[src/ucc_pkg.sv]
// ----------------------------------------------------------------------------
// ucc_pkg
// Shared types, constants and calendar helper functions for the converter.
// ----------------------------------------------------------------------------
package ucc_pkg;

   // request commands
   typedef enum logic {
      CMD_SPLIT = 1'b0,
      CMD_BUILD = 1'b1
   } cmd_type;

   localparam logic [31:0] EPOCH_YEAR    = 32'd1970;
   localparam logic [31:0] SECS_PER_DAY  = 32'd86400;
   // reciprocal for division by 25 and 100 on 32-bit values
   localparam logic [63:0] RECIP_25_100  = 64'h51EB851F;
   // reciprocal for division by 86400 (shift 48)
   localparam logic [63:0] RECIP_86400   = 64'hC22E4507;

   typedef logic [8:0] dtm_type;

   // cumulative days before each month, non-leap
   localparam dtm_type DAYS_BEFORE [12] = '{
      9'd0, 9'd31, 9'd59, 9'd90, 9'd120, 9'd151,
      9'd181, 9'd212, 9'd243, 9'd273, 9'd304, 9'd334
   };

   // gregorian leap rule on a 12-bit year
   function automatic logic leap_year(input logic [11:0] y);
      logic [24:0] p;
      logic [5:0]  q;
      logic        div100;
      p      = {13'b0, y} * 25'd5243;
      q      = p[24:19];
      div100 = (12'({q, 2'b00} * 12'd25) == y);
      return ((y[1:0] == 2'b00) && !div100) || (div100 && (y[3:0] == 4'd0));
   endfunction

   // days before the given month, month clamped to 1..12
   function automatic dtm_type month_start_days(input logic [11:0] y, input logic [3:0] m);
      logic [3:0] mc;
      dtm_type    d;
      mc = m;
      if (mc < 4'd1) mc = 4'd1;
      if (mc > 4'd12) mc = 4'd12;
      d = DAYS_BEFORE[mc - 4'd1];
      if ((mc > 4'd2) && leap_year(y)) d = d + 9'd1;
      return d;
   endfunction

   // days from 1970 to the start of year 1970 + k, k small
   function automatic logic [16:0] days_to_year_small(input logic [7:0] k);
      logic [16:0] d;
      logic [8:0]  t100;
      logic [9:0]  t400;
      t100 = {1'b0, k} + 9'd69;
      t400 = {2'b0, k} + 10'd369;
      d = 17'({9'b0, k} * 17'd365) + 17'(({1'b0, k} + 9'd1) >> 2);
      if (t100 >= 9'd200) d = d - 17'd2;
      else if (t100 >= 9'd100) d = d - 17'd1;
      if (t400 >= 10'd400) d = d + 17'd1;
      return d;
   endfunction

endpackage

[src/ucc_build.sv]
// ----------------------------------------------------------------------------
// ucc_build
// Three-stage front end: forms the seconds count from calendar fields, or
// passes the given seconds, wrapping modulo 2^32.
// ----------------------------------------------------------------------------
module ucc_build import ucc_pkg::*; (
   input  logic        clock,
   input  logic        reset,
   input  logic        en,
   input  logic        in_valid,
   input  logic        command,
   input  logic [31:0] seconds_in,
   input  logic [11:0] year_in,
   input  logic [3:0]  month_in,
   input  logic [4:0]  day_in,
   input  logic [4:0]  hour_in,
   input  logic [5:0]  minute_in,
   input  logic [5:0]  second_in,
   output logic        out_valid,
   output logic [31:0] out_seconds
);

   logic        v1_ff, v2_ff, v3_ff;
   logic        cmd1_ff, cmd2_ff;
   logic [31:0] secs1_ff, secs2_ff, secs3_ff, secs3_in;
   logic [31:0] p365_ff, p365_in, quart_ff, quart_in;
   logic [63:0] q100_ff, q100_in, q400_ff, q400_in;
   dtm_type     dtm_ff, dtm_in;
   logic [4:0]  day_ff;
   logic [10:0] hm_ff, hm_in;
   logic [5:0]  sec_ff;
   logic [31:0] days2_ff, days2_in;
   logic [16:0] tsec2_ff, tsec2_in;
   logic [31:0] k, x100, x400;

   // stage 1: year terms and month offset
   always_comb begin
      k        = {20'b0, year_in} - EPOCH_YEAR;
      x100     = k + 32'd69;
      x400     = k + 32'd369;
      p365_in  = k * 32'd365;
      quart_in = (k + 32'd1) >> 2;
      q100_in  = {32'b0, x100} * RECIP_25_100;
      q400_in  = {36'b0, x400[31:4]} * RECIP_25_100;
      dtm_in   = month_start_days(year_in, month_in);
      hm_in    = 11'({6'b0, hour_in} * 11'd60) + {5'b0, minute_in};
   end

   // stage 2: day count and time of day
   always_comb begin
      days2_in = p365_ff + quart_ff - {5'b0, q100_ff[63:37]} + {3'b0, q400_ff[63:35]}
               + {23'b0, dtm_ff} + {27'b0, day_ff} - 32'd1;
      tsec2_in = 17'({6'b0, hm_ff} * 17'd60) + {11'b0, sec_ff};
   end

   // stage 3: seconds select
   always_comb begin
      if (cmd2_ff == CMD_BUILD) begin
         secs3_in = days2_ff * SECS_PER_DAY + {15'b0, tsec2_ff};
      end else begin
         secs3_in = secs2_ff;
      end
   end

   // valid chain
   always_ff @(posedge clock) begin
      if (reset) begin
         v1_ff <= 1'b0;
         v2_ff <= 1'b0;
         v3_ff <= 1'b0;
      end else if (en) begin
         v1_ff <= in_valid;
         v2_ff <= v1_ff;
         v3_ff <= v2_ff;
      end
   end

   // payload
   always_ff @(posedge clock) begin
      if (en) begin
         cmd1_ff  <= command;
         secs1_ff <= seconds_in;
         p365_ff  <= p365_in;
         quart_ff <= quart_in;
         q100_ff  <= q100_in;
         q400_ff  <= q400_in;
         dtm_ff   <= dtm_in;
         day_ff   <= day_in;
         hm_ff    <= hm_in;
         sec_ff   <= second_in;
         cmd2_ff  <= cmd1_ff;
         secs2_ff <= secs1_ff;
         days2_ff <= days2_in;
         tsec2_ff <= tsec2_in;
         secs3_ff <= secs3_in;
      end
   end

   assign out_valid   = v3_ff;
   assign out_seconds = secs3_ff;

endmodule

[src/ucc_split.sv]
// ----------------------------------------------------------------------------
// ucc_split
// Five-stage back end: splits a seconds count into date, time and weekday
// using reciprocal multiplies and one-step year and month corrections.
// ----------------------------------------------------------------------------
module ucc_split import ucc_pkg::*; (
   input  logic        clock,
   input  logic        reset,
   input  logic        en,
   input  logic        in_valid,
   input  logic [31:0] in_seconds,
   output logic        out_valid,
   output logic [31:0] seconds_out,
   output logic [11:0] year_out,
   output logic [3:0]  month_out,
   output logic [4:0]  day_out,
   output logic [4:0]  hour_out,
   output logic [5:0]  minute_out,
   output logic [5:0]  second_out,
   output logic [2:0]  weekday_out
);

   logic        v1_ff, v2_ff, v3_ff, v4_ff, v5_ff;
   logic [31:0] secs1_ff, secs2_ff, secs3_ff, secs4_ff, secs5_ff;
   logic [63:0] pday_ff, pday_in;
   logic [15:0] days2_ff;
   logic [16:0] tod2_ff, tod2_in, tod3_ff;
   logic [31:0] yq2_ff, yq2_in, tmp_tod;
   logic [4:0]  hour3_ff, hour3_in, hour4_ff, hour5_ff;
   logic [10:0] mt3_ff, mt3_in;
   logic [15:0] d33_ff, d3;
   logic [12:0] wq3_ff, wq3_in;
   logic [11:0] year3_ff, year3_in, year4_ff;
   logic [8:0]  doy3_ff, doy3_in, doy4_ff;
   logic [5:0]  min4_ff, min4_in, min5_ff, sec4_ff, sec4_in, sec5_ff;
   logic [2:0]  wd4_ff, wd4_in, wd5_ff;
   logic [3:0]  mest4_ff, mest4_in;
   logic [11:0] year5_ff;
   logic [3:0]  mon5_ff, mon5_in;
   logic [4:0]  day5_ff, day5_in;
   logic [33:0] ph;
   logic [34:0] pm;
   logic [31:0] pw;
   logic [7:0]  k;
   logic [16:0] dty0, dty1, dty, doy_w;
   logic        early;
   logic [10:0] tmp_min;
   logic [16:0] tmp_sec;
   logic [15:0] tmp_wd;
   logic [17:0] pmon;
   logic [3:0]  mc;
   dtm_type     dtm_a, dtm_f;
   logic [8:0]  tmp_day;

   // stage 1: day quotient product
   assign pday_in = {32'b0, in_seconds} * RECIP_86400;

   // stage 2: day count, time of day, year estimate product
   always_comb begin
      tmp_tod = secs1_ff - {16'b0, pday_ff[63:48]} * SECS_PER_DAY;
      tod2_in = tmp_tod[16:0];
      yq2_in  = {16'b0, pday_ff[63:48]} * 32'd45965;
   end

   // stage 3: hour, minute and weekday quotients, year correction
   always_comb begin
      ph       = {17'b0, tod2_ff} * 34'd37283;
      pm       = {18'b0, tod2_ff} * 35'd139811;
      d3       = days2_ff + 16'd3;
      pw       = {16'b0, d3} * 32'd74899;
      hour3_in = ph[31:27];
      mt3_in   = pm[33:23];
      wq3_in   = pw[31:19];
      k        = yq2_ff[31:24];
      dty0     = days_to_year_small(k);
      dty1     = days_to_year_small(k - 8'd1);
      early    = {1'b0, days2_ff} < dty0;
      dty      = early ? dty1 : dty0;
      year3_in = 12'd1970 + {4'b0, k} - {11'b0, early};
      doy_w    = {1'b0, days2_ff} - dty + 17'd1;
      doy3_in  = doy_w[8:0];
   end

   // stage 4: remainders and month estimate
   always_comb begin
      tmp_min  = mt3_ff - 11'({6'b0, hour3_ff} * 11'd60);
      min4_in  = tmp_min[5:0];
      tmp_sec  = tod3_ff - 17'({6'b0, mt3_ff} * 17'd60);
      sec4_in  = tmp_sec[5:0];
      tmp_wd   = d33_ff - 16'({3'b0, wq3_ff} * 16'd7);
      wd4_in   = tmp_wd[2:0];
      pmon     = {9'b0, doy3_ff} * 18'd565;
      mest4_in = pmon[17:14] + 4'd1;
   end

   // stage 5: month correction and day of month
   always_comb begin
      mc    = (mest4_ff > 4'd12) ? 4'd12 : mest4_ff;
      dtm_a = month_start_days(year4_ff, mc);
      if ((doy4_ff <= dtm_a) && (mc > 4'd1)) begin
         mon5_in = mc - 4'd1;
      end else begin
         mon5_in = mc;
      end
      dtm_f   = month_start_days(year4_ff, mon5_in);
      tmp_day = doy4_ff - dtm_f;
      day5_in = tmp_day[4:0];
   end

   // valid chain
   always_ff @(posedge clock) begin
      if (reset) begin
         v1_ff <= 1'b0;
         v2_ff <= 1'b0;
         v3_ff <= 1'b0;
         v4_ff <= 1'b0;
         v5_ff <= 1'b0;
      end else if (en) begin
         v1_ff <= in_valid;
         v2_ff <= v1_ff;
         v3_ff <= v2_ff;
         v4_ff <= v3_ff;
         v5_ff <= v4_ff;
      end
   end

   // payload
   always_ff @(posedge clock) begin
      if (en) begin
         secs1_ff <= in_seconds;
         pday_ff  <= pday_in;
         secs2_ff <= secs1_ff;
         days2_ff <= pday_ff[63:48];
         tod2_ff  <= tod2_in;
         yq2_ff   <= yq2_in;
         secs3_ff <= secs2_ff;
         tod3_ff  <= tod2_ff;
         hour3_ff <= hour3_in;
         mt3_ff   <= mt3_in;
         d33_ff   <= d3;
         wq3_ff   <= wq3_in;
         year3_ff <= year3_in;
         doy3_ff  <= doy3_in;
         secs4_ff <= secs3_ff;
         hour4_ff <= hour3_ff;
         min4_ff  <= min4_in;
         sec4_ff  <= sec4_in;
         wd4_ff   <= wd4_in;
         mest4_ff <= mest4_in;
         year4_ff <= year3_ff;
         doy4_ff  <= doy3_ff;
         secs5_ff <= secs4_ff;
         year5_ff <= year4_ff;
         mon5_ff  <= mon5_in;
         day5_ff  <= day5_in;
         hour5_ff <= hour4_ff;
         min5_ff  <= min4_ff;
         sec5_ff  <= sec4_ff;
         wd5_ff   <= wd4_ff;
      end
   end

   assign out_valid   = v5_ff;
   assign seconds_out = secs5_ff;
   assign year_out    = year5_ff;
   assign month_out   = mon5_ff;
   assign day_out     = day5_ff;
   assign hour_out    = hour5_ff;
   assign minute_out  = min5_ff;
   assign second_out  = sec5_ff;
   assign weekday_out = wd5_ff;

endmodule

[src/unix_seconds_calendar_convert_unit.sv]
// ----------------------------------------------------------------------------
// unix_seconds_calendar_convert_unit
// Converts between unix seconds and calendar date, time and weekday.
// ----------------------------------------------------------------------------
// pipeline: 3 build stages then 5 split stages from request accept to response valid
// throughput: one request per cycle; the whole pipeline holds while the
// output register is full and stalled
// reset: synchronous, clears all stage valid bits; no other state
module unix_seconds_calendar_convert_unit import ucc_pkg::*; (
   input  logic        clock,
   input  logic        reset,
   input  logic        req_valid,
   output logic        req_stall,
   input  logic        req_command,
   input  logic [31:0] req_seconds_in,
   input  logic [11:0] req_year_in,
   input  logic [3:0]  req_month_in,
   input  logic [4:0]  req_day_in,
   input  logic [4:0]  req_hour_in,
   input  logic [5:0]  req_minute_in,
   input  logic [5:0]  req_second_in,
   output logic        rsp_valid,
   input  logic        rsp_stall,
   output logic [31:0] rsp_seconds_out,
   output logic [11:0] rsp_year_out,
   output logic [3:0]  rsp_month_out,
   output logic [4:0]  rsp_day_out,
   output logic [4:0]  rsp_hour_out,
   output logic [5:0]  rsp_minute_out,
   output logic [5:0]  rsp_second_out,
   output logic [2:0]  rsp_weekday_out
);

   logic        en;
   logic        mid_valid;
   logic [31:0] mid_seconds;

   // pipeline advances unless the output holds a stalled response
   assign en        = !(rsp_valid && rsp_stall);
   assign req_stall = !en;

   ucc_build u_build (
      .clock       (clock),
      .reset       (reset),
      .en          (en),
      .in_valid    (req_valid),
      .command     (req_command),
      .seconds_in  (req_seconds_in),
      .year_in     (req_year_in),
      .month_in    (req_month_in),
      .day_in      (req_day_in),
      .hour_in     (req_hour_in),
      .minute_in   (req_minute_in),
      .second_in   (req_second_in),
      .out_valid   (mid_valid),
      .out_seconds (mid_seconds)
   );

   ucc_split u_split (
      .clock       (clock),
      .reset       (reset),
      .en          (en),
      .in_valid    (mid_valid),
      .in_seconds  (mid_seconds),
      .out_valid   (rsp_valid),
      .seconds_out (rsp_seconds_out),
      .year_out    (rsp_year_out),
      .month_out   (rsp_month_out),
      .day_out     (rsp_day_out),
      .hour_out    (rsp_hour_out),
      .minute_out  (rsp_minute_out),
      .second_out  (rsp_second_out),
      .weekday_out (rsp_weekday_out)
   );

endmodule

[config.mk]
export PLATFORM = sky130hd
export DESIGN_NAME = unix_seconds_calendar_convert_unit
export DESIGN_NICKNAME = d
export VERILOG_FILES = /design/src/ucc_pkg.sv /design/src/ucc_build.sv /design/src/ucc_split.sv /design/src/unix_seconds_calendar_convert_unit.sv
export SDC_FILE = /design/constraint.sdc
export NUM_CORES = 2
export LEC_CHECK = 0
export BUFFER_PORTS_ARGS = -buffer_cell sky130_fd_sc_hd__buf_2
export CORE_AREA = 4 4 419 627
export CTS_CLUSTER_SIZE = 20
export DETAILED_ROUTE_END_ITERATION = 12
export DIE_AREA = 0 0 423 631
export GPL_ROUTABILITY_DRIVEN = 0
export GPL_TIMING_DRIVEN = 0
export PLACE_DENSITY = 0.61
export SETUP_SLACK_MARGIN = 0.4
export SLEW_MARGIN = 20
export SYNTH_ARGS = -nofsm -noshare
export SYNTH_HDL_FRONTEND = slang
export SYNTH_SLANG_ARGS = --single-unit
[constraint.sdc]
create_clock -name clock -period 31.9 [get_ports clock]
set_input_delay 6.38 -clock clock [delete_from_list [all_inputs] [get_ports clock]]
set_output_delay 6.38 -clock clock [all_outputs]
set_load 0.01 [all_outputs]
# After elaboration in Yosys (flattened, before gate mapping)
# Memories as Yosys holds them, arrays and structs flattened.
# Index checks and enable logic that the tools add are counted.
# totals
regBits	804
latchBits	0
ramBits	0
romBits	432
memories	3
# op_classes
addsub	46
multipliers	22
div_mod_pow	0
n_lt_le_gt_ge	22
n_eq_ne	2
shift	0
muxes	25
bitwise	3
reduce_logical	17
# memory_table
memory	words	width	rd	rd_clocked_by_memory_dff	write_ports	line	source
(no name shown)	16	9	1	0	0	ucc_pkg.sv:46	d = DAYS_BEFORE[mc - 4'd1];
(no name shown)	16	9	1	0	0	ucc_pkg.sv:46	
(no name shown)	16	9	1	0	0	ucc_pkg.sv:46	
# op_table
cell	n
$mux W9	10
$mul A32 B32 Y64 const B	1
$mul A32 B31 Y63 const B	1
$mul A28 B31 Y59 const B	1
$mux W17	3
$mul A12 B13 Y25 const B	2
$add A9 B1 Y9 const B	4
$mul A17 B18 Y34 const B	1
$add A32 B1 Y32 const B	1
$add A32 B17 Y32	1
$add A32 B24 Y32	1
$add A32 B30 Y32	1
$add A32 B5 Y32	1
$add A32 B7 Y32 const B	1
$add A32 B9 Y32	1
$add A32 B9 Y32 const B	1
$mul A16 B16 Y32 const B	1
$mul A16 B17 Y32 const B	1
$mul A17 B16 Y32 const B	1
$mul A32 B10 Y25 const B	1
$mul A32 B9 Y32 const B	1
$mux W32	1
$mux W4	8
$sub A32 B1 Y32 const B	1
other kinds (54)	91

# Logic depth before layout (Yosys ltp)
# logic_depth
word_depth	28
mapped_depth	62
ltp_nobuf	62

# Modules after synthesis
# Synthesis repeated with hierarchy kept, for this count alone.
# hier_totals
hier_cells	8247
area_unflattened_um2	88305.9
# by_module_without_submodules
module	instances	cells_each	area_each_um2	seq_area_each_um2
ucc_split	1	4611	50312.0	10009.6
ucc_build	1	3634	37983.9	6996.7
unix_seconds_calendar_convert_unit	1	2	10.0	0.0

# Worst setup path after synthesis
# OpenSTA, ideal clock, no wires.
# synth_path
path_kind	input port to output port
from	in rsp_stall
to	out req_stall
t_arrival_ps	23468
required_time_ps	25520
setup_slack_ps	2052
cell_stages	2
n_path_buf	0
path_cell_list	nand2_1 > clkinv_1
# synth_via
elab_chain_len	1
# synth_lines
element	line	source
start, declared	unix_seconds_calendar_convert_unit.sv:23	input logic rsp_stall,
$logic_and A1 B1 Y1	unix_seconds_calendar_convert_unit.sv:39	assign en = !(rsp_valid && rsp_stall);
end, declared	unix_seconds_calendar_convert_unit.sv:13	output logic req_stall,
# Every way passes these cells.

# Worst setup path in the final report
# layout_path
from	in req_year_in[1]
to	reg u_build.q100_ff[61] (data pin)
# layout_via
elab_chain_len	3
# layout_lines
element	line	source
start, declared	unix_seconds_calendar_convert_unit.sv:16	input logic [11:0] req_year_in,
$sub A12 B11 Y13	ucc_build.sv:38	k = {20'b0, year_in} - EPOCH_YEAR;
named net u_build.k[1]	ucc_build.sv:34	logic [31:0] k, x100, x400;
$add A32 B7 Y32	ucc_build.sv:39	x100 = k + 32'd69;
$mul A32 B31 Y63	ucc_build.sv:43	q100_in = {32'b0, x100} * RECIP_25_100;
named net u_build.q100_in[61]	ucc_build.sv:27	logic [63:0] q100_ff, q100_in, q400_ff, q400_in;
end signal, assigned	ucc_build.sv:85	q100_ff <= q100_in;
end, declared	ucc_build.sv:27	
# The timed path passes the listed nets, and every way through them passes these cells.
# A chain may end at the register's enable or synchronous reset.

==> flow_summary_export.csv <==
group,metric,value,unit
yosys,netlist_area,102000,µm²
global_route,vias_in_the_first_global_route,73700,
detailed_routing,drt-wirelength-per-cell,18.3,µm
run_status,status,"finished, final reports clean",
global_route,grt_busiest_layer,"met2",
yosys,synth_async_sr_flop_share,0,%
critical_path,worst_reg2reg_path_length_in_cells,55,
critical_path,critical_path.most_common_cell,"sky130_fd_sc_hd__fa_1",
clocking,postCtsSetupBuffers,0,
sta,timing_hold_violations_final,0,
detailed_routing,number_of_nets_with_antenna_violations_after_detailed_routing,0,
worst_hold_path,worst_hold_path.endpoint,"u_split.minute_out[1]",
detailed_routing,avgViaCountPerCell,4.92,
detailed_routing,wl,241000,µm
layout,fin_cells,13200,
critical_path,worst_setup_path_start_kind,"input port",
global_route,antenna_found_initial,5,
yosys,synth_nets,13300,
die,floorplan.die_area,267000,µm²
layout,ff_latch_area,18100,µm²
die,start_util,39.8,%
critical_path,critPathMaxStageDelay,0.75,ns
sta,finalMaxSlewViolations,0,
critical_path,required,32.38,ns
placed_design,placed_cell_area,108000,µm²
yosys,synth_enable_flop_cells,599,
layout,postLayoutCellArea,110000,µm²
sta,finalWorstPathRequiredPeriod,19.31,ns
clocking,cts_tree,"done",
yosys,synth-seq-area-share,17.7,%
critical_path,crit-reg2reg-launch,"u_split.year4_ff[6]",
yosys,synth_seq_cells,607,
die,boundaryPins,150,
global_route,met3_usage,1.61,%
placed_design,place.detailed.hpwl,212000,µm
yosys,yosysWarnings,0,
detailed_routing,drc,0,
sta,slew_headroom,18.2,%
yosys,syn-instance-count,9419,
clocking,postCtsHoldBufs,0,
die,core_region_area,257000,µm²
placed_design,place_inst,13000,
layout,area_delta_synth_final,7.82,%
sta,rsz0062_at_grt,"no",
sta,tightest_slew,1.22,ns
critical_path,worst_r2r_endpoint,"u_split.day_out[4]",
layout,multiInputGateArea,74100,µm²
clocking,worst_setup_hold_path_clk_slew,0.06,ns
critical_path,setup_crit_path_kind,"in2reg",
yosys,dominantRegCellSynth,"sky130_fd_sc_hd__edfxtp_1",
yosys,synth.avg_cell_area,10.9,µm²
clocking,clockBufferDepth,3,
layout,num-fill-cells,24100,
layout,nets,13500,
clocking,worst_skew_pair.late_latency,0.67,ns
clocking,cts_buffers,72,
detailed_routing,drt-pass1-iter-count,7,
global_route,grt_max_degree,58,
worst_hold_path,hold_path_startpoint,"u_split.min4_ff[1]",
critical_path,critical_path_peak_fanout,21,
critical_path,critical_path.endpoint_type,"flop",
placed_design,placement.io_buffers,145,
yosys,post_synth_num_cell_types,109,
global_route,globalRouteMet1Util,18.6,%
layout,fraction_of_final_layout_cells_with_drive_strength_greater_than_1,4.30,%
layout,post-route-util,43.0,%
critical_path,crit_path_top_delay_cell,"sky130_fd_sc_hd__o21ai_0",
critical_path,crit_path_dat,19.79,ns
sta,setup_violations,0,
clocking,cts.repair.resized,0,
detailed_routing,detail_route.iter0.violations,2396,
clocking,cts-root-buf,"sky130_fd_sc_hd__clkbuf_16",
global_route,grt_use_met2,37.3,%
global_route,global_route_wire_length_before_repair,390000,µm
die,row_count,228,
sta,min_period_over_period,60.5,%
global_route,grt_overflow,0,
detailed_routing,routed-via-count,64700,
sta,clock-skew-final,0.0525,ns
die,die_w,423,µm
clocking,clock_tree.htree_level_count,3,
critical_path,rrSetupSlack,16.69,ns
worst_hold_path,worst_hold_path_type,"reg2reg",
sta,achievable_clock_frequency,51.8,MHz
worst_hold_path,worst_hold_path.num_cells,0,
global_route,groute.usage.overall,18.6,%
flow_run,reported_max_cap_violation_count,0,
clocking,cts_num_sinks,607,
die,die_h,631,µm
[state kept, by name, summed over array words and instances, names as in the netlist, 11 cells and up]
register             flops
u_split.year4_ff        12
u_build.q100_ff         25
u_split.pday_ff         17
u_split.tod2_ff         17
u_build.p365_ff         25
u_build.secs1_ff        32
u_build.days2_ff        25
u_split.secs1_ff        31
u_build.tsec2_ff        17
u_split.days2_ff        14
u_build.out_seconds     32
u_build.secs2_ff        32
u_build.quart_ff        24
u_split.secs4_ff        30
u_split.secs2_ff        25
u_build.q400_ff         24
u_split.seconds_out     30
u_split.year3_ff        12
u_build.hm_ff           11
u_split.year_out        12
u_split.secs3_ff        27
[metal layers]
metal  wire (µm)  part of all wire, %
met5          13               0.0054
met4       15400                  6.4
met3        5710                  2.4
met2      137000                   57
met1       83600                   35
[synthesized netlist by cell type, types with 7 or more instances]
cell | n | area (µm²)
sky130_fd_sc_hd__nand2b_1 | 27 | 169
sky130_fd_sc_hd__nor4_1 | 16 | 100
sky130_fd_sc_hd__nand3_1 | 82 | 410
sky130_fd_sc_hd__a41o_1 | 7 | 70.1
sky130_fd_sc_hd__nand4_1 | 39 | 244
sky130_fd_sc_hd__a211oi_1 | 26 | 195
sky130_fd_sc_hd__dfxtp_1 | 8 | 160
sky130_fd_sc_hd__clkbuf_1 | 29 | 109
sky130_fd_sc_hd__a21o_1 | 144 | 1080
sky130_fd_sc_hd__a31o_2 | 8 | 70.1
sky130_fd_sc_hd__and2_1 | 23 | 144
sky130_fd_sc_hd__or2_2 | 26 | 163
sky130_fd_sc_hd__a211o_1 | 10 | 87.6
sky130_fd_sc_hd__nor3b_1 | 10 | 75.1
sky130_fd_sc_hd__xnor2_1 | 345 | 3020
sky130_fd_sc_hd__o31ai_1 | 9 | 67.6
sky130_fd_sc_hd__ha_1 | 2226 | 27900
sky130_fd_sc_hd__o21ai_1 | 11 | 55.1
sky130_fd_sc_hd__fa_1 | 1544 | 30900
sky130_fd_sc_hd__o21bai_1 | 45 | 338
sky130_fd_sc_hd__nand2_1 | 190 | 713
sky130_fd_sc_hd__o21ai_0 | 151 | 756
sky130_fd_sc_hd__inv_1 | 2665 | 10000
sky130_fd_sc_hd__a22oi_1 | 7 | 52.6
sky130_fd_sc_hd__mux2_2 | 20 | 225
sky130_fd_sc_hd__nor3_1 | 71 | 355
sky130_fd_sc_hd__a31oi_1 | 26 | 163
sky130_fd_sc_hd__o211ai_1 | 20 | 150
sky130_fd_sc_hd__edfxtp_1 | 599 | 18000
sky130_fd_sc_hd__a21oi_1 | 304 | 1520
sky130_fd_sc_hd__o41ai_1 | 7 | 61.3
sky130_fd_sc_hd__nor2b_1 | 50 | 313
sky130_fd_sc_hd__o31a_1 | 8 | 70.1
sky130_fd_sc_hd__or3_1 | 19 | 119
sky130_fd_sc_hd__a21boi_0 | 14 | 105
sky130_fd_sc_hd__and3_1 | 40 | 250
sky130_fd_sc_hd__o2111ai_1 | 11 | 96.3
sky130_fd_sc_hd__mux2i_1 | 13 | 130
sky130_fd_sc_hd__o21a_1 | 34 | 255
sky130_fd_sc_hd__xor2_1 | 131 | 1150
sky130_fd_sc_hd__nand3b_1 | 10 | 75.1
sky130_fd_sc_hd__a2111oi_0 | 10 | 87.6
sky130_fd_sc_hd__nor2_1 | 225 | 845
[area by class of cell]
type / count / share of cell area [%]
Antenna cell: 2 / 0.00453
Tap cell: 3450 / 3.91
Sequential cell: 607 / 16.4
Inverter: 2674 / 9.09
Multi-Input combinational cell: 6092 / 67.2
Buffer: 46 / 0.202
Clock buffer: 77 / 1.65
Clock inverter: 54 / 0.536
Timing Repair Buffer: 165 / 1.01
[through the flow]
step / hold slack (ns) / worst slack [ns] / TNS, ns
2_1_floorplan: 0.400 / 2.05 / 0
3_5_place_dp: 0.405 / 11.94 / 0
4_1_cts: 0.412 / 12.63 / 0
5_1_grt: 0.423 / 12.09 / 0
6_report: 0.415 / 12.59 / 0
3_3_place_gp: 0.401 / -5.86 / -5.86
[kinds of logic (layout without fill, tap and decap cells)]
family / count (synthesis) / after routing / share of synthesized area (%)
adders and majority gates: 3772 / 3772 / 57.4
buffers and inverters: 2720 / 3016 / 10.0
AOI/OAI and AO/OA: 932 / 932 / 5.92
and+or+nand+nor: 866 / 866 / 4.29
DFF: 607 / 607 / 17.7
xor gates and xnor gates: 486 / 486 / 4.27
muxes: 35 / 35 / 0.369
other: 1 / 3 / 0.00366
[how the worst max path moves through the flow]
stage	from	to	slack [ns]	cells past startpoint
after floorplan	rsp_stall	req_stall	2.05	2
after global placement	rsp_stall	req_stall	-5.86	4
after detailed placement	req_year_in[1]	u_build.q100_ff[61]	11.94	38
after CTS	req_year_in[1]	u_build.q100_ff[61]	12.63	38
after global routing	req_year_in[1]	u_build.q100_ff[61]	12.09	38
final	req_year_in[1]	u_build.q100_ff[61]	12.59	38
[critical path: cells and delay by family]
family,cells,cell delay [ns]
xor+xnor,1,0.25
fa+ha+maj,11,5.31
buf+inv,8,2.84
compound gates,11,3.81
simple gates,7,1.16
[cells in the final DEF (no fill, tap or decap), drive strengths merged, types with 50 or more instances in the layout]
cell / count
inv: 2682
ha: 2226
fa: 1544
edfxtp: 599
xnor2: 347
a21oi: 308
nor2: 225
nand2: 190
buf: 182
o21ai: 165
a21o: 145
xor2: 134
clkbuf: 106
nand3: 82
nor3: 73
nor2b: 50
Power is not shown: default switching activity piles up to over one toggle a cycle in this logic, so the estimate is an artifact.
